===== src/design/assert_macros.svh =====
// assertion helper macros for the sonar point converter
// no dependencies; included by the top level
`ifndef ASSERT_MACROS_SVH
`define ASSERT_MACROS_SVH

// implication checked on every clock edge outside reset
`define SPTC_ASSERT_IMP(label, clk, rstn, ante, cons, msg) \
    label: assert property (@(posedge clk) disable iff (!rstn) (ante) |-> (cons)) \
        else $error(msg);

// plain invariant checked on every clock edge outside reset
`define SPTC_ASSERT_ALWAYS(label, clk, rstn, expr, msg) \
    label: assert property (@(posedge clk) disable iff (!rstn) (expr)) \
        else $error(msg);

`endif


===== src/design/sptc_pkg.sv =====
// shared types, constants and the trig evaluation function
// used by all modules of the sonar polar to cartesian converter
package sptc_pkg;

    localparam int NUM_W = 28;
    localparam int DIV_W = 11;

    localparam longint TWO_PI_Q28 = 64'sd1686629713;
    localparam longint PI_Q28 = TWO_PI_Q28 / 2;
    localparam longint HALF_PI_Q28 = TWO_PI_Q28 / 4;

    localparam int FULL_TURN_Q8 = 92160;
    localparam int HALF_TURN_Q8 = FULL_TURN_Q8 / 2;
    localparam int ANGLE_OFFSET = 1460 * FULL_TURN_Q8;
    localparam int COORD_LIMIT = 256000;

    localparam int RECIP45_A = (1 << 23) / 45;
    localparam int RECIP45_B = (1 << 26) / 45;

    typedef enum logic [2:0] {
        REG_MIN_RANGE  = 3'd0,
        REG_MAX_RANGE  = 3'd1,
        REG_FAN_WIDTH  = 3'd2,
        REG_THRESHOLD  = 3'd3,
        REG_RANGE_BINS = 3'd4,
        REG_AZ_BINS    = 3'd5
    } reg_addr_t;

    typedef struct packed {
        logic pt;
        logic fend;
        logic neg;
    } sb_t;

    // q1.15 sine of a q28 radian phase in [0, 2pi)
    function automatic longint sine_q15(input longint x);
        longint xx;
        longint x2;
        longint term;
        longint sum;
        logic   neg;
        neg = 1'b0;
        xx = x;
        if (xx >= PI_Q28) begin
            xx = xx - PI_Q28;
            neg = 1'b1;
        end
        if (xx > HALF_PI_Q28) xx = PI_Q28 - xx;
        if (xx < 0) xx = 0;
        x2 = (xx * xx) >>> 28;
        term = xx;
        sum = xx;
        term = ((term * x2) >>> 28) / 6;
        sum = sum - term;
        term = ((term * x2) >>> 28) / 20;
        sum = sum + term;
        term = ((term * x2) >>> 28) / 42;
        sum = sum - term;
        term = ((term * x2) >>> 28) / 72;
        sum = sum + term;
        term = ((term * x2) >>> 28) / 110;
        sum = sum - term;
        if (sum < 0) sum = 0;
        sum = (sum + 4096) >>> 13;
        if (sum > 32767) sum = 32767;
        return neg ? -sum : sum;
    endfunction

endpackage


===== src/design/sptc_div_pipe.sv =====
// two-lane pipelined restoring divider, one quotient bit per stage
// depends on sptc_pkg
module sptc_div_pipe (
    input  logic                         aclk,
    input  logic                         aresetn,
    input  logic                         en,
    input  logic                         in_valid,
    input  sptc_pkg::sb_t                in_sb,
    input  logic [sptc_pkg::NUM_W-1:0]   in_num_d,
    input  logic [sptc_pkg::NUM_W-1:0]   in_num_a,
    input  logic [sptc_pkg::DIV_W-1:0]   div_d,
    input  logic [sptc_pkg::DIV_W-1:0]   div_a,
    output logic                         out_valid,
    output sptc_pkg::sb_t                out_sb,
    output logic [sptc_pkg::NUM_W-1:0]   out_q_d,
    output logic                         out_rem_nz_d,
    output logic [sptc_pkg::NUM_W-1:0]   out_q_a
);
    localparam int N = sptc_pkg::NUM_W;
    localparam int W = sptc_pkg::DIV_W;

    logic          vld_reg [N];
    sptc_pkg::sb_t sb_reg  [N];
    logic [N-1:0]  nd_reg  [N];
    logic [N-1:0]  na_reg  [N];
    logic [W-1:0]  rd_reg  [N];
    logic [W-1:0]  ra_reg  [N];

    function automatic logic [W+N-1:0] div_step(input logic [W-1:0] rem,
                                                input logic [N-1:0] num,
                                                input logic [W-1:0] dv);
        logic [W:0] sh;
        logic [W:0] sub;
        sh = {rem, num[N-1]};
        sub = sh - {1'b0, dv};
        if (sh >= {1'b0, dv}) begin
            return {sub[W-1:0], num[N-2:0], 1'b1};
        end
        return {sh[W-1:0], num[N-2:0], 1'b0};
    endfunction

    for (genvar g = 0; g < N; g++) begin : g_stage
        logic          v_in;
        sptc_pkg::sb_t sb_in;
        logic [N-1:0]  nd_in;
        logic [N-1:0]  na_in;
        logic [W-1:0]  rd_in;
        logic [W-1:0]  ra_in;
        logic [W+N-1:0] sd;
        logic [W+N-1:0] sa;

        if (g == 0) begin : g_first
            assign v_in  = in_valid;
            assign sb_in = in_sb;
            assign nd_in = in_num_d;
            assign na_in = in_num_a;
            assign rd_in = '0;
            assign ra_in = '0;
        end else begin : g_rest
            assign v_in  = vld_reg[g-1];
            assign sb_in = sb_reg[g-1];
            assign nd_in = nd_reg[g-1];
            assign na_in = na_reg[g-1];
            assign rd_in = rd_reg[g-1];
            assign ra_in = ra_reg[g-1];
        end

        assign sd = div_step(rd_in, nd_in, div_d);
        assign sa = div_step(ra_in, na_in, div_a);

        always_ff @(posedge aclk) begin
            if (!aresetn) begin
                vld_reg[g] <= 1'b0;
            end else if (en) begin
                vld_reg[g] <= v_in;
            end
        end

        always_ff @(posedge aclk) begin
            if (en) begin
                sb_reg[g] <= sb_in;
                rd_reg[g] <= sd[W+N-1:N];
                nd_reg[g] <= sd[N-1:0];
                ra_reg[g] <= sa[W+N-1:N];
                na_reg[g] <= sa[N-1:0];
            end
        end
    end

    assign out_valid    = vld_reg[N-1];
    assign out_sb       = sb_reg[N-1];
    assign out_q_d      = nd_reg[N-1];
    assign out_rem_nz_d = (rd_reg[N-1] != '0);
    assign out_q_a      = na_reg[N-1];

endmodule


===== config.mk =====
export PLATFORM = sky130hd
export DESIGN_NAME = sptc_div_pipe
export DESIGN_NICKNAME = d
export VERILOG_FILES = /design/src/design/assert_macros.svh /design/src/design/sptc_pkg.sv /design/src/design/sptc_div_pipe.sv
export SDC_FILE = /design/constraint.sdc
export NUM_CORES = 2
export LEC_CHECK = 0
export BUFFER_PORTS_ARGS = -buffer_cell sky130_fd_sc_hd__buf_2
export CAP_MARGIN = 20
export CORE_MARGIN = 2
export CORE_UTILIZATION = 68
export DETAILED_ROUTE_END_ITERATION = 6
export PLACE_DENSITY = 0.89
export SYNTH_ARGS = -nofsm -noshare
export SYNTH_HDL_FRONTEND = slang
export SYNTH_SLANG_ARGS = --single-unit

===== constraint.sdc =====
create_clock -name aclk -period 5.3 [get_ports aclk]
set_input_delay 0 -clock aclk [delete_from_list [all_inputs] [get_ports aclk]]
set_output_delay 0 -clock aclk [all_outputs]
set_load 0.05 [all_outputs]

# Word level (Yosys, flattened, before mapping)
# Memories as Yosys holds them, arrays and structs flattened.
# Cells that the tools add are included.
# word_totals
register_bits	0
ramBits	2296
input_bits	85
output_inout_bits	61
wordCells	348
memories	6
# classes
n_addsub	56
magnitude_cmp	56
muxes	201
n_bitwise	28
reduce_logical	1
# memory_table
memory	words	width	rd	rd_ports_with_merged_regs	wr	line	text
na_reg	28	28	28	0	28	sptc_div_pipe.sv:25	logic [N-1:0] na_reg [N];
nd_reg	28	28	28	0	28	sptc_div_pipe.sv:24	logic [N-1:0] nd_reg [N];
ra_reg	28	11	27	0	28	sptc_div_pipe.sv:27	logic [W-1:0] ra_reg [N];
rd_reg	28	11	28	0	28	sptc_div_pipe.sv:26	logic [W-1:0] rd_reg [N];
sb_reg	28	3	28	0	28	sptc_div_pipe.sv:23	sptc_pkg::sb_t sb_reg [N];
vld_reg	28	1	28	0	28	sptc_div_pipe.sv:22	logic vld_reg [N];
# ops
cell	n
two-way mux 39 bit	112
>= comparator 12 x 11 -> 1 bit	54
subtractor 11 bit	54
two-way mux 1 bit	89
OR 1 bit	28
>= comparator 1 x 11 -> 1 bit	2
subtractor 1 x 11 -> 11 bit	2
nonzero test 11 bit	1

# Logic depth before layout (Yosys ltp)
# logic_depth
ltp_word	4
ltp_mapped	9
mapped_depth_nobuf	8

# Worst setup path after synthesis
# Ideal clock, no wire load.
# synth_timing
path_type	reg2reg
startpoint	mem na_reg[0][279] in the netlist's numbering
endpoint	mem ra_reg[0][113] in the netlist's numbering, data pin
setup_ps	260
t_arrival_ps	2071
required_time_ps	5040
path_slack_ps	2969
stages_incl_launch_ff	10
path_buffers	1
period_less_slack_ps	2331
path_cell_list	edfxtp_1 > inv_1 > ha_1 > fa_1 > nand2b_1 > a21oi_1 > a41oi_1 > o211ai_2 > buf_6 > mux2_2
# synth_lines
item	line
start, declared	sptc_div_pipe.sv:25
end, declared	sptc_div_pipe.sv:27

==> summary.md <==
| Metric | Value |
|---|---|
| Commonest non-fill, non-tap cells in the layout | edfxtp_1 (2284), ha_1 (598), nor2_1 (567), mux2_2 (462), inv_1 (316) |
| FF-to-FF setup slack | 2.25 ns |
| Root Driver | clkbuf_16 |
| Syn avg cell area | 14.49 um^2 |
| GPL Wtd Cong | around 0.9 |
| Die Width | 399.4 um |
| Run status | completed |
| First-pass GRT wire length | 326900 um |
| Top cell type's share of synthesized area | 64.50% |
| Net count, final | 8524 |
| Hold depth | 6 |
| Final period util | 58.02% |
| Post-DP HPWL | between 100000 and 150000 um |
| PortBufs | 145 |
| Core area | 0.1557 mm^2 |
| Mapped Area | approximately 0.11 mm^2 |
| Top_reg_cell synth | edfxtp_1 |
| Slew margin rel. | about a fifth |
| Worst R2R Start | na_reg[0][279] |
| DRC | 0 |
| Post-synth ARST share | 0% |
| Starting Density | 68.31% |
| Yosys reg bits | between 2000 and 2500 |
| Combinational Power Share | between 30 and 40% |
| Synth warn | 0 |
| Final Power | 65.95 mW |
| Syn Inst Count | 7336 |
| Sw Share | between 30% and 40% |
| CTS tree | built |
| P_sw | roughly 21 mW |
| Sequential share of the synthesized area | between 60% and 70% |
| Clock latency on the worst-skew pair | ~0.86 ns |
| Largest cells by area after synthesis | edfxtp_1 (65%), ha_1 (7.0%), mux2_2 (4.9%), nor2_1 (2.0%), o21a_1 (2.0%) |
| Resized Gates After CTS | 0 |
| Remaining Overflow, GRT | 0 |
| Clk pin slew, worst setup/hold paths | 0.06 ns |
| Initial antenna violation count | 3 |
| Most common library cell in the layout ignoring fill and taps | edfxtp_1 |
| Vias per inst | 6.293 |
| Met3 WL post-DR | 14040 um |
| Layout area overhead | 11.11% |
| Wirelength per Cell | 20.57 um |
| Leakage | 43.16 nW |
| Bufs on Longest Clock Path | 3 |
| Site row count | 145 |
| Share of cells above drive strength 1 | 13.52% |
| Worst setup EP type | register |
| FMAX | 325.2 MHz |
| Worst Skew | 0.04648 ns |
| Met2 WL post-DR | 98320 um |
| Peak supply drop | 384.1 uV |
| Startpoint types | input port |
| # hold bufs at CTS | 131 |
| TritonCTS Sinks | 2285 |
| Postcts setup bufs | 0 |
| Largest area contributor in the netlist | edfxtp_1 |
| CTS Buf Count | 221 |
| Syn nets | 8072 |
| Internal | 44.67 mW |
| RSZ-0062 raised after global routing | false |
| Pwr per Cell Area | between 500 and 600 mW/mm^2 |
| Post-synth EDFFs | 2284 |
| FF-to-FF path depth | 8 |
| Worst-margin pin slew | around 1.2 ns |
| Max Used Layer | met5 |
| Vias in the first global route | around 62000 |
| Max-slew violations | 0 |
| Die area | 0.1595 mm^2 |
| Hold Path Sink | rd_reg[0][25] |
| # H-tree levels | 4 |
| Cell area after placement | 0.1094 mm^2 |
| Overall Global Routing Usage | approximately 26% |
| CP Class | input port to register |
| WP data arrival | 3.68 ns |
| Worst hold path type | input port to register |
| Post-layout util | 75.90% |
| TritonRoute pass-1 iters | 6 |
| Largest net degree at the start of global routing | between 150 and 200 |
| Worst Hold Launch | div_d[3] |
| Max Cap Viol | 0 |
| Hold slack | 0.1327 ns |
| Metal-1 WL | 87260 um |
| Hold Vio Cnt, Final | 0 |
| Worst Path Required | 5.90 ns |
| Post-layout instance area | 0.1181 mm^2 |
| Iteration-0 DRC Markers | about 6600 |
| Count of cell types in the netlist | between 60 and 70 |
| Register share of total power | 40.0% |
| Via Count | 63170 |
| Shortest period the worst path allows | between 3 and 4 ns |
| Worst r2r dst | ra_reg[0][114] |
| Antenna Violating Nets Remaining | 0 |
| Setup TNS | 0 ns |
| Final setup viols | 0 |
| Die height | 399.4 um |
| Post-Route WL | approximately 210000 um |
| Clock power share | 23.9% |
| Top Ports | 146 |
| Max FO, Critical Path | 18 |
## power by group through the flow
stage                     combinational, mW  sequential, mW  clock, mW
final                                  23.8            26.4       15.8
after detailed placement               22.9            26.6          0
after CTS                              23.4            26.3       16.1
after global placement                 21.8            26.5          0
after floorplan                        18.7            25.8          0
after global routing                   26.1            26.6       16.7
## metal layers
| metal | GRT usage, % | up-vias |
|---|---|---|
| li1 | - | 29580 |
| met1 | 36.17 | 30560 |
| met2 | 41.56 | 2478 |
| met3 | 3.893 | 557 |
| met4 | 9.486 | 2 |
| met5 | 0 | - |
## Yosys cell counts, types with 43 or more instances
library cell / count
nand3_1: 136
nor4_1: 43
nor3_1: 203
a211oi_1: 127
inv_1: 333
a21oi_1: 293
o21ai_0: 283
mux2i_1: 161
ha_1: 598
o2111ai_1: 51
nand4_1: 74
nor2b_1: 132
nor2_1: 567
xnor2_1: 229
and4_1: 74
o21a_1: 282
nand2b_1: 125
o31a_1: 54
fa_1: 53
o211ai_1: 52
mux2_2: 462
edfxtp_1: 2284
nand2_1: 131
a22oi_1: 58
or3_1: 54
## worst max-delay path, cell delays in order
cell	delay, ns
dlygate4sd3_1	0.54
buf_2	0.14
inv_2	0.33
buf_4	0.48
ha_1	0.38
a21oi_1	0.25
nor2b_1	0.07
nor3_1	0.33
nand3_1	0.60
mux2_2	0.49
## metrics by stage
stage,worst slack [ns],std cells
floorplan,2.969,7336
global placement,2.001,9488
detailed placement,1.963,9489
CTS,2.252,10030
global route,2.105,10040
finish,2.225,10040
## how the worst max path moves through the flow
stage,startpoint,to,slack (ns),depth (start not counted)
3_3_place_gp,div_d[9],rd_reg[1][124],2.00,9
4_1_cts,na_reg[1][139],ra_reg[1][65],2.25,8
3_5_place_dp,div_d[0],rd_reg[1][125],1.96,9
2_1_floorplan,na_reg[0][279],ra_reg[0][113],2.97,9
6_report,div_a[9],ra_reg[1][116],2.23,10
5_1_grt,div_a[9],ra_reg[1][119],2.10,10
## cell type report
type | instances | area [um^2]
diodes | 1 | 2.502
well taps | 2058 | 2575
inverters | 333 | 1250
fillers | 9051 | 37520
clock buffers | 255 | 5668
repair buffers | 321 | 2592
multi-input cells | 4626 | 35780
clock inverters | 159 | 1669
flip-flops and latches | 2285 | 68610
## logic make-up (layout without fill, tap and decap cells)
kind of cell | count (synthesis) | in the layout | synth area share [%]
other cells | 0 | 1 | 0
compound gates | 1419 | 1419 | 8.998
fa+ha+maj | 651 | 651 | 8.035
flops | 2285 | 2285 | 64.52
buf+inv | 425 | 1068 | 1.826
xor+xnor | 263 | 263 | 2.166
simple gates | 1668 | 1668 | 8.017
mux | 625 | 625 | 6.437
(Power assumes the default switching activity.)
