==> config.mk <==
export PLATFORM = sky130hd
export DESIGN_NAME = sptc_angle_index
export DESIGN_NICKNAME = d
export VERILOG_FILES = /design/src/design/assert_macros.svh /design/src/design/sptc_pkg.sv /design/src/design/sptc_angle_index.sv
export SDC_FILE = /design/constraint.sdc
export NUM_CORES = 1
export LEC_CHECK = 0
export BUFFER_PORTS_ARGS = -buffer_cell sky130_fd_sc_hd__buf_4
export CORE_MARGIN = 2
export CORE_UTILIZATION = 66
export CTS_CLUSTER_DIAMETER = 200
export DETAILED_ROUTE_END_ITERATION = 8
export PLACE_DENSITY = 0.83
export SKIP_CTS_REPAIR_TIMING = 1
export SYNTH_ARGS = -nofsm -noshare
export SYNTH_HDL_FRONTEND = slang
export SYNTH_SLANG_ARGS = --single-unit
==> constraint.sdc <==
create_clock -name aclk -period 6.67 [get_ports aclk]
set_clock_uncertainty 0.05 [all_clocks]
set_input_delay 1.0005 -clock aclk [delete_from_list [all_inputs] [get_ports aclk]]
set_output_delay 1.0005 -clock aclk [all_outputs]
set_load 0.01 [all_outputs]
==> src/design/assert_macros.svh <==
// assertion helper macros for the sonar point converter
// no dependencies; included by the top level
`ifndef ASSERT_MACROS_SVH
`define ASSERT_MACROS_SVH

// implication checked on every clock edge outside reset
`define SPTC_ASSERT_IMP(label, clk, rstn, ante, cons, msg) \
    label: assert property (@(posedge clk) disable iff (!rstn) (ante) |-> (cons)) \
        else $error(msg);

// plain invariant checked on every clock edge outside reset
`define SPTC_ASSERT_ALWAYS(label, clk, rstn, expr, msg) \
    label: assert property (@(posedge clk) disable iff (!rstn) (expr)) \
        else $error(msg);

`endif

==> src/design/sptc_pkg.sv <==
// shared types, constants and the trig evaluation function
// used by all modules of the sonar polar to cartesian converter
package sptc_pkg;

    localparam int NUM_W = 28;
    localparam int DIV_W = 11;

    localparam longint TWO_PI_Q28 = 64'sd1686629713;
    localparam longint PI_Q28 = TWO_PI_Q28 / 2;
    localparam longint HALF_PI_Q28 = TWO_PI_Q28 / 4;

    localparam int FULL_TURN_Q8 = 92160;
    localparam int HALF_TURN_Q8 = FULL_TURN_Q8 / 2;
    localparam int ANGLE_OFFSET = 1460 * FULL_TURN_Q8;
    localparam int COORD_LIMIT = 256000;

    localparam int RECIP45_A = (1 << 23) / 45;
    localparam int RECIP45_B = (1 << 26) / 45;

    typedef enum logic [2:0] {
        REG_MIN_RANGE  = 3'd0,
        REG_MAX_RANGE  = 3'd1,
        REG_FAN_WIDTH  = 3'd2,
        REG_THRESHOLD  = 3'd3,
        REG_RANGE_BINS = 3'd4,
        REG_AZ_BINS    = 3'd5
    } reg_addr_t;

    typedef struct packed {
        logic pt;
        logic fend;
        logic neg;
    } sb_t;

    // q1.15 sine of a q28 radian phase in [0, 2pi)
    function automatic longint sine_q15(input longint x);
        longint xx;
        longint x2;
        longint term;
        longint sum;
        logic   neg;
        neg = 1'b0;
        xx = x;
        if (xx >= PI_Q28) begin
            xx = xx - PI_Q28;
            neg = 1'b1;
        end
        if (xx > HALF_PI_Q28) xx = PI_Q28 - xx;
        if (xx < 0) xx = 0;
        x2 = (xx * xx) >>> 28;
        term = xx;
        sum = xx;
        term = ((term * x2) >>> 28) / 6;
        sum = sum - term;
        term = ((term * x2) >>> 28) / 20;
        sum = sum + term;
        term = ((term * x2) >>> 28) / 42;
        sum = sum - term;
        term = ((term * x2) >>> 28) / 72;
        sum = sum + term;
        term = ((term * x2) >>> 28) / 110;
        sum = sum - term;
        if (sum < 0) sum = 0;
        sum = (sum + 4096) >>> 13;
        if (sum > 32767) sum = 32767;
        return neg ? -sum : sum;
    endfunction

endpackage

==> src/design/sptc_angle_index.sv <==
// angle to trig table index: wrap modulo one turn and scale, five stages
// depends on sptc_pkg
module sptc_angle_index #(
    parameter int TABLE_SIZE = 1024
) (
    input  logic                          aclk,
    input  logic                          en,
    input  logic [27:0]                   u,
    output logic [$clog2(TABLE_SIZE)-1:0] k
);
    localparam int KW = $clog2(TABLE_SIZE);
    localparam int KQ_W = $clog2(TABLE_SIZE + 1);

    logic [34:0] p1_reg;
    logic [16:0] uhi_reg;
    logic [10:0] ulo_reg;
    logic [16:0] w_reg;
    logic [30:0] t_reg;
    logic [40:0] p2_reg;
    logic [19:0] thi_reg;
    logic [KW-1:0] k_reg;

    logic [11:0]   q1;
    logic [16:0]   r1;
    logic [16:0]   r1_fix;
    logic [16:0]   w_next;
    logic [KQ_W-1:0] q2;
    logic [19:0]   r2;
    logic [KQ_W-1:0] kk;
    logic [KW-1:0] k_next;

    always_comb begin
        q1 = p1_reg[34:23];
        r1 = uhi_reg - 17'(q1 * 6'd45);
        r1_fix = (r1 >= 17'd45) ? r1 - 17'd45 : r1;
        w_next = {r1_fix[5:0], ulo_reg};
        q2 = p2_reg[26 +: KQ_W];
        r2 = thi_reg - 20'(q2 * 6'd45);
        kk = (r2 >= 20'd45) ? q2 + KQ_W'(1) : q2;
        k_next = (32'(kk) == TABLE_SIZE) ? '0 : kk[KW-1:0];
    end

    always_ff @(posedge aclk) begin
        if (en) begin
            p1_reg  <= 35'(u[27:11]) * 35'(sptc_pkg::RECIP45_A);
            uhi_reg <= u[27:11];
            ulo_reg <= u[10:0];
            w_reg   <= w_next;
            t_reg   <= 31'(w_reg) * 31'(TABLE_SIZE) + 31'(sptc_pkg::HALF_TURN_Q8);
            p2_reg  <= 41'(t_reg[30:11]) * 41'(sptc_pkg::RECIP45_B);
            thi_reg <= t_reg[30:11];
            k_reg   <= k_next;
        end
    end

    assign k = k_reg;

endmodule

## Yosys cells after proc, flatten, opt, wreduce, memory -nomap -nowiden

Cells that the tools add are included.
Widths: inputs -> output; s select.

| word-level totals | value |
|---|---|
| bits of input ports | 30 |
| logic and storage cells | 22 |
| flip-flop bits (word level) | 176 |
| output and inout port bits | 10 |

| cells by class | value |
|---|---|
| order comparisons | 2 |
| multipliers | 4 |
| mux-type cells | 2 |
| eq/ne operators | 1 |
| add/subtract/negate cells | 5 |

Operators with widths:

| kind | count |
|---|---|
| $mul 17x18->35 const B | 1 |
| $mul 20x19->35 const B | 1 |
| $add 27x16->28 const B | 1 |
| $ge 20x6->1 const B | 1 |
| $sub 20x17->20 | 1 |
| $ge 17x6->1 const B | 1 |
| $mul 11x6->17 const B | 1 |
| $mul 12x6->17 const B | 1 |
| $sub 17x17->17 | 1 |
| $add 11x1->11 const B | 1 |
| $eq 11x11->1 const B | 1 |
| $mux 11 | 1 |
| $mux 6 | 1 |
| $sub 6x6->6 const B | 1 |

## Depth between registers and ports, before layout

Gate-level depths: netlist of run 1.

| depth | value |
|---|---|
| word-level depth | 5 |
| depth in mapped cells | 21 |

## Least setup slack after synthesis of run 1

No wires, ideal clock.

| timing path | value |
|---|---|
| kind | input to register |
| from | input u[25] |
| to | register p1_reg[34], data pin |
| stages on the path | 18 |
| library setup time | 260 ps |
| required time | 6360 ps |
| arrival | 5574 ps |
| path slack | 787 ps |
| buffers on the path | 0 |
| cells stage by stage | ha_1 > inv_1 > fa_1 > fa_1 > fa_1 > fa_1 > inv_1 > fa_1 > ha_1 > nor2b_1 > a41oi_1 > nor3_1 > a21oi_1 > o2111a_1 > o31ai_1 > nor4_1 > nor3_1 > xnor2_1 |

| on the way | value |
|---|---|
| word-level cells in the longest chain between the ends | 1 |

RTL lines:

| item | line | RTL |
|---|---|---|
| start, declared | sptc_angle_index.sv:8 | `input logic [27:0] u,` |
| $mul 17x18->35 | sptc_angle_index.sv:45 | `p1_reg <= 35'(u[27:11]) * 35'(sptc_pkg::RECIP45_A);` |
| end signal, assigned | sptc_angle_index.sv:45 |  |
| end, declared | sptc_angle_index.sv:14 | `logic [34:0] p1_reg;` |

Every way passes these cells.
A chain may end at the register's enable or synchronous reset.

## Worst setup path in the final report of run 1

| timing path | value |
|---|---|
| from | register t_reg[15] |
| to | register p2_reg[35], data pin |

| on the way | value |
|---|---|
| word-level cells in the longest chain between the ends | 1 |

RTL lines:

| item | line | RTL |
|---|---|---|
| start, declared | sptc_angle_index.sv:18 | `logic [30:0] t_reg;` |
| start signal, assigned | sptc_angle_index.sv:49 | `t_reg <= 31'(w_reg) * 31'(TABLE_SIZE) + 31'(sptc_pkg::HALF_TURN_Q8);` |
| $mul 20x19->35 | sptc_angle_index.sv:50 | `p2_reg <= 41'(t_reg[30:11]) * 41'(sptc_pkg::RECIP45_B);` |
| end signal, assigned | sptc_angle_index.sv:50 |  |
| end, declared | sptc_angle_index.sv:19 | `logic [40:0] p2_reg;` |

Every way passes these cells.

==> metrics, run 1 <==
worst setup path class=reg -> reg; Startpoint Class=flip-flop; grt total ovfl=0; Post-DP HPWL=between 20,000 and 30,000 um; Syn. warnings=0; Seq/Total Area, Yosys=~20%; Synthesized Nets=2,190; RSZ-0062 raised after global routing=false; Post-route DRC=0; number of CTS-inserted buffers=9; max-cap violations=0; Vias/cell=5.57; critical path endpoint category=flip-flop; clock latency on the worst-skew pair=about 360 ps; Clock H-tree levels=3; Port Buffer Count=39; Rel. slew slack=approximately 49%; DIE HEIGHT=roughly 160 um; final setup vio count=0; worst-case clock buffer depth=2; Layout area overhead=6.20%; final-report hold violation count=0; initial antenna violation count=0; worst endpoint required time=approximately 6700 ps; ANT cells=0; status=finished clean; clock sink total=112; cells after synthesis=roughly 1,600; Antenna Nets Post-Route=0; CTS tree=built; critical-path maximum fanout=5; syn avg cell area=approximately 11 um2; first-pass GRT wire length=56,700 um; Final nets=2,242; setup TNS=0 ps; DR WL/cell=about 17 um; Worst-Margin Slew=between 700 and 800 ps; async set-or-reset flop fraction in the synthesized netlist=0%; Final Cycle Share=95.8%; fmax=roughly 160 MHz; Final Slew Violations=0; CTS root buf=clkbuf_16; chip width=~160 um; synthesized cell area=16,900 um2; Core Area=between 20,000 and 30,000 um2; Critical Path AT=between 6000 and 7000 ps; via count=10,900; Distinct cells, synth=61; Post-synth EDFFs=112; first-pass detailed-route iteration total=5; GR Util All Layers=about 27%; dominant register cell in the synthesized netlist=edfxtp_1; Min-Delay Path Class=reg -> reg; Period minus WS final=around 6400 ps; drt first-iter violations=523; GP Congestion=0.930; share of cells above drive strength 1=about 4.7%; final wirelength=roughly 34,000 um; largest net degree at the start of global routing=61; Die Area=between 20,000 and 30,000 um2; Synth Register Bits=~110; row count=58; Initial Util=67.1%; Top Ports=40; CTS clock-pin slew for the worst setup and hold paths=approximately 70 ps; vias in the first global route=between 10,000 and 15,000
cells in the mapped netlist, types with 4 or more instances:
master	n	area, um2
nand3_1	24	120
o31ai_1	6	45.0
fa_1	234	4680
edfxtp_1	112	3360
and3_1	7	43.8
a21o_1	12	90.1
ha_1	356	4450
o21bai_1	6	45.0
o21a_1	15	113
xor2_1	30	263
nand4_1	8	50.1
nor2_1	62	233
a211oi_1	5	37.5
o2111ai_1	4	35.0
and2_1	5	31.3
or2_2	5	31.3
nor3_1	21	105
mux2i_1	4	40.0
nand2_1	34	128
nor4_1	4	25.0
nand2b_1	10	62.6
o21ai_0	27	135
nor2b_1	5	31.3
inv_1	430	1610
a2111oi_0	4	35.0
nor3b_1	5	37.5
a21oi_1	38	190
or3_1	5	31.3
xnor2_1	42	368
stage by stage:
step	instance area, um2	std cells	hold slack, ps	worst slack [ps]	util, %
2_1_floorplan	16900	1570	350	787	-
5_1_grt	17900	1957	374	70.4	71.2
6_report	17900	1957	371	278	71.2
3_5_place_dp	17600	1941	355	45.1	70.0
3_3_place_gp	17600	1941	353	276	70.0
4_1_cts	17900	1957	372	320	71.2
cell type report:
class,instances,area [um2]
Tap cell,330,413
Fill cell,1680,7250
Sequential cell,112,3360
Inverter,430,1610
Multi-Input combinational cell,1024,11900
Timing Repair Buffer,45,338
Clock inverter,6,78.8
Clock buffer,10,229
metal layers:
metal  up-vias  track usage (%)  share of wire [%]
met5         -                0                  0
met4         0             10.5                3.9
met3        75             3.51                4.0
met2       251             50.0                 53
met1      5384             32.8                 39
li1       5200                -                  -
path summary, 6_finish.rpt:
path / depth (start not counted) / endpoint / from / slack, ps
worst max-delay path: 18 / p2_reg[35]$_DFFE_PP_ / t_reg[15]$_DFFE_PP_ / 280
worst min-delay path: 0 / w_reg[1]$_DFFE_PP_ / ulo_reg[1]$_DFFE_PP_ / 370
worst max register to register: 18 / p2_reg[35]$_DFFE_PP_ / t_reg[15]$_DFFE_PP_ / 280
worst min register to register: 0 / w_reg[1]$_DFFE_PP_ / ulo_reg[1]$_DFFE_PP_ / 370
kinds of logic (layout without fill, tap and decap cells):
logic type / Yosys count / count (layout) / share of synthesized area, %
AND/OR/NAND/NOR: 205 / 205 / 6.08
adder cells (fa/ha/maj): 590 / 590 / 54.1
multiplexers: 8 / 8 / 0.504
buffers and inverters: 434 / 491 / 9.65
flip-flops: 112 / 112 / 19.9
AO/OA/AOI/OAI: 149 / 149 / 6.00
XOR/XNOR: 72 / 72 / 3.73
critical path, stage by stage, from the launching register on:
cell	delay (ps)
edfxtp_1	560
ha_1	440
inv_1	120
fa_1	540
inv_1	60
fa_1	530
fa_1	540
fa_1	550
fa_1	450
ha_1	260
nor4_1	370
o21ai_0	270
a41oi_1	330
nand3_1	130
o2111ai_1	170
nand3_1	180
or2_2	330
a21oi_1	180
xnor2_1	80
cells in the final DEF, fill, tap and decap left out, types with 5 or more instances in the layout:
cell,count
inv_1,430
fa_1,234
xnor2_1,42
o21ai_0,27
a21oi_1,38
edfxtp_1,112
nor2_1,62
clkbuf_16,9
buf_4,45
a211oi_1,5
a21o_1,12
or3_1,5
nor2b_1,5
nand3_1,24
xor2_1,30
nand2_1,34
and2_1,5
or2_2,5
and3_1,7
o21a_1,15
o21bai_1,6
nand4_1,8
nand2b_1,10
ha_1,356
nor3b_1,5
nor3_1,21
o31ai_1,5
Power of run 1 is not shown: default switching activity piles up to over one toggle a cycle in this logic, so the estimate is an artifact.
==> inputs of run 2 (changes only) <==
--- a/config.mk
+++ b/config.mk
@@ -11,6 +11,7 @@
 export CTS_CLUSTER_DIAMETER = 200
 export DETAILED_ROUTE_END_ITERATION = 8
 export PLACE_DENSITY = 0.83
+export REMOVE_ABC_BUFFERS = 1
 export SKIP_CTS_REPAIR_TIMING = 1
 export SYNTH_ARGS = -nofsm -noshare
 export SYNTH_HDL_FRONTEND = slang
==> metrics, run 2 (same netlist as run 1, synthesis figures left out) <==
pre-CTS setup slack=98.8 ps (was 45.1 ps); worst-case clock buffer depth=2 (unchanged); Post-DP HPWL=29,800 um (was 29,200 um); Die Area=26,900 um2 (unchanged); # fillers=1,735 (was 1,680); Worst path top cell family by delay=adder cells (unchanged); Startpoint Class=flip-flop (unchanged); Post-route DRC=0 (unchanged); CTS root buf=clkbuf_16 (unchanged); Antenna Nets Post-Route=0 (unchanged); GP Congestion=0.942 (was 0.930); initial antenna violation count=0 (unchanged); Core Area=25,200 um2 (unchanged); commonest non-fill, non-tap cells in the layout=inv_1 (430), ha_1 (356), fa_1 (234), edfxtp_1 (112), nor2_1 (62) (unchanged); final setup vio count=0 (unchanged); Vias/cell=5.63 (was 5.57); setup TNS=0 ps (unchanged); fmax=156 MHz (about the same); final-report hold violation count=0 (unchanged); critical-path maximum fanout=6 (was 5); Critical Path AT=6460 ps (was 6450 ps); Final Cycle Share=96.0% (was 95.8%); Final Slew Violations=0 (unchanged); Worst path max stage delay=600 ps (was 560 ps); critical path endpoint category=flip-flop (unchanged); ANT cells=0 (unchanged); footprint of the multi-input gates=11,900 um2 (about the same); CTS clock-pin slew for the worst setup and hold paths=70 ps (about the same); Seq. cell area=3360 um2 (unchanged); share of cells above drive strength 1=4.55% (was 4.73%); slack of the critical path=269 ps (was 278 ps); crit-path cells=ha_1, inv_1, fa_1, inv_1, fa_1, ha_1, inv_1, fa_1, inv_1, fa_1, ha_1, and3_1, a221oi_1, nand2_1, o211ai_1, nand2_1, o21a_1, o21a_1, o21a_1, nor2_1, xnor2_1 (was ha_1, inv_1, fa_1, inv_1, fa_1, fa_1, fa_1, fa_1, ha_1, nor4_1, o21ai_0, a41oi_1, nand3_1, o2111ai_1, nand3_1, or2_2, a21oi_1, xnor2_1); Initial Util=67.1% (unchanged); DR WL/cell=17.6 um (was 17.4 um); WP buf/inv=4 (was 2); via count=11,000 (was 10,900); max-cap violations=0 (unchanged); Clock H-tree levels=3 (unchanged); r2r setup slk=270 ps (was 280 ps); crit path max-delay cell type=edfxtp_1 (unchanged); first-pass detailed-route iteration total=5 (unchanged); worst setup path class=reg -> reg (unchanged); GR Util All Layers=27.9% (was 27.3%); RSZ-0062 raised after global routing=false (unchanged); Final nets=2,240 (was 2,242); commonest non-fill, non-tap cell in the layout=inv_1 (unchanged); final wirelength=34,400 um (was 34,000 um); largest net degree at the start of global routing=61 (unchanged); Port Buffer Count=39 (unchanged); grt total ovfl=0 (unchanged); drt first-iter violations=571 (was 523); clock sink total=112 (unchanged); Period minus WS final=6400 ps (was 6390 ps); number of CTS-inserted buffers=9 (unchanged); CTS tree=built (unchanged); row count=58 (unchanged); Top Ports=40 (unchanged); Layout area overhead=5.93% (was 6.20%); DIE HEIGHT=164 um (unchanged); Worst-Margin Slew=813 ps (was 763 ps); vias in the first global route=11,900 (was 11,700); first-pass GRT wire length=58,000 um (was 56,700 um); clock latency on the worst-skew pair=360 ps (about the same); chip width=164 um (unchanged); status=finished clean (unchanged); worst endpoint required time=6720 ps (was 6730 ps); Min-Delay Path Class=reg -> reg (unchanged); Rel. slew slack=45.8% (was 49.1%)
==> run 2: cell types whose count changed in the layout (fill, tap and decap cells not counted) <==
cell / previous run / this run
buf_4: 45 / 43
bufinv_16: 1 / 0
o31ai_2: 1 / 0
o31ai_1: 5 / 6
clkinv_2: 0 / 1
==> run 2: cell type report <==
cell class                      instances  area share, %
Timing Repair Buffer                   43           1.80
Multi-Input combinational cell       1024           66.5
Inverter                              430           9.02
Clock buffer                           10           1.28
Clock inverter                          6          0.301
Sequential cell                       112           18.8
Tap cell                              330           2.31
==> run 2: final timing paths <==
path                         from              endpoint  cells past startpoint
max           t_reg[25]$_DFFE_PP_  p2_reg[32]$_DFFE_PP_                     21
min          ulo_reg[8]$_DFFE_PP_    w_reg[8]$_DFFE_PP_                      0
min reg2reg  ulo_reg[8]$_DFFE_PP_    w_reg[8]$_DFFE_PP_                      0
max reg2reg   t_reg[25]$_DFFE_PP_  p2_reg[32]$_DFFE_PP_                     21
==> run 2: metrics by stage <==
step                hold WS (ps)  utilization, %  instance area, um2  cells
floorplan                    350               -               16900   1566
global placement             354            69.9               17600   1939
detailed placement           355            69.9               17600   1939
CTS                          373            71.0               17900   1955
global route                 379            71.0               17900   1955
finish                       374            71.0               17900   1955
==> run 2: per-layer routing <==
metal  track usage (%)  part of all wire [%]  vias to the layer above  wire length [um]
met5                 0                     0                        -                 0
met4              11.0                   4.1                        0              1420
met3              3.13                   3.8                       87              1310
met2              49.9                    52                      271             17900
met1              34.7                    40                     5442             13800
li1                  -                     -                     5214                 -
Power of run 2 is left out for the same reason.
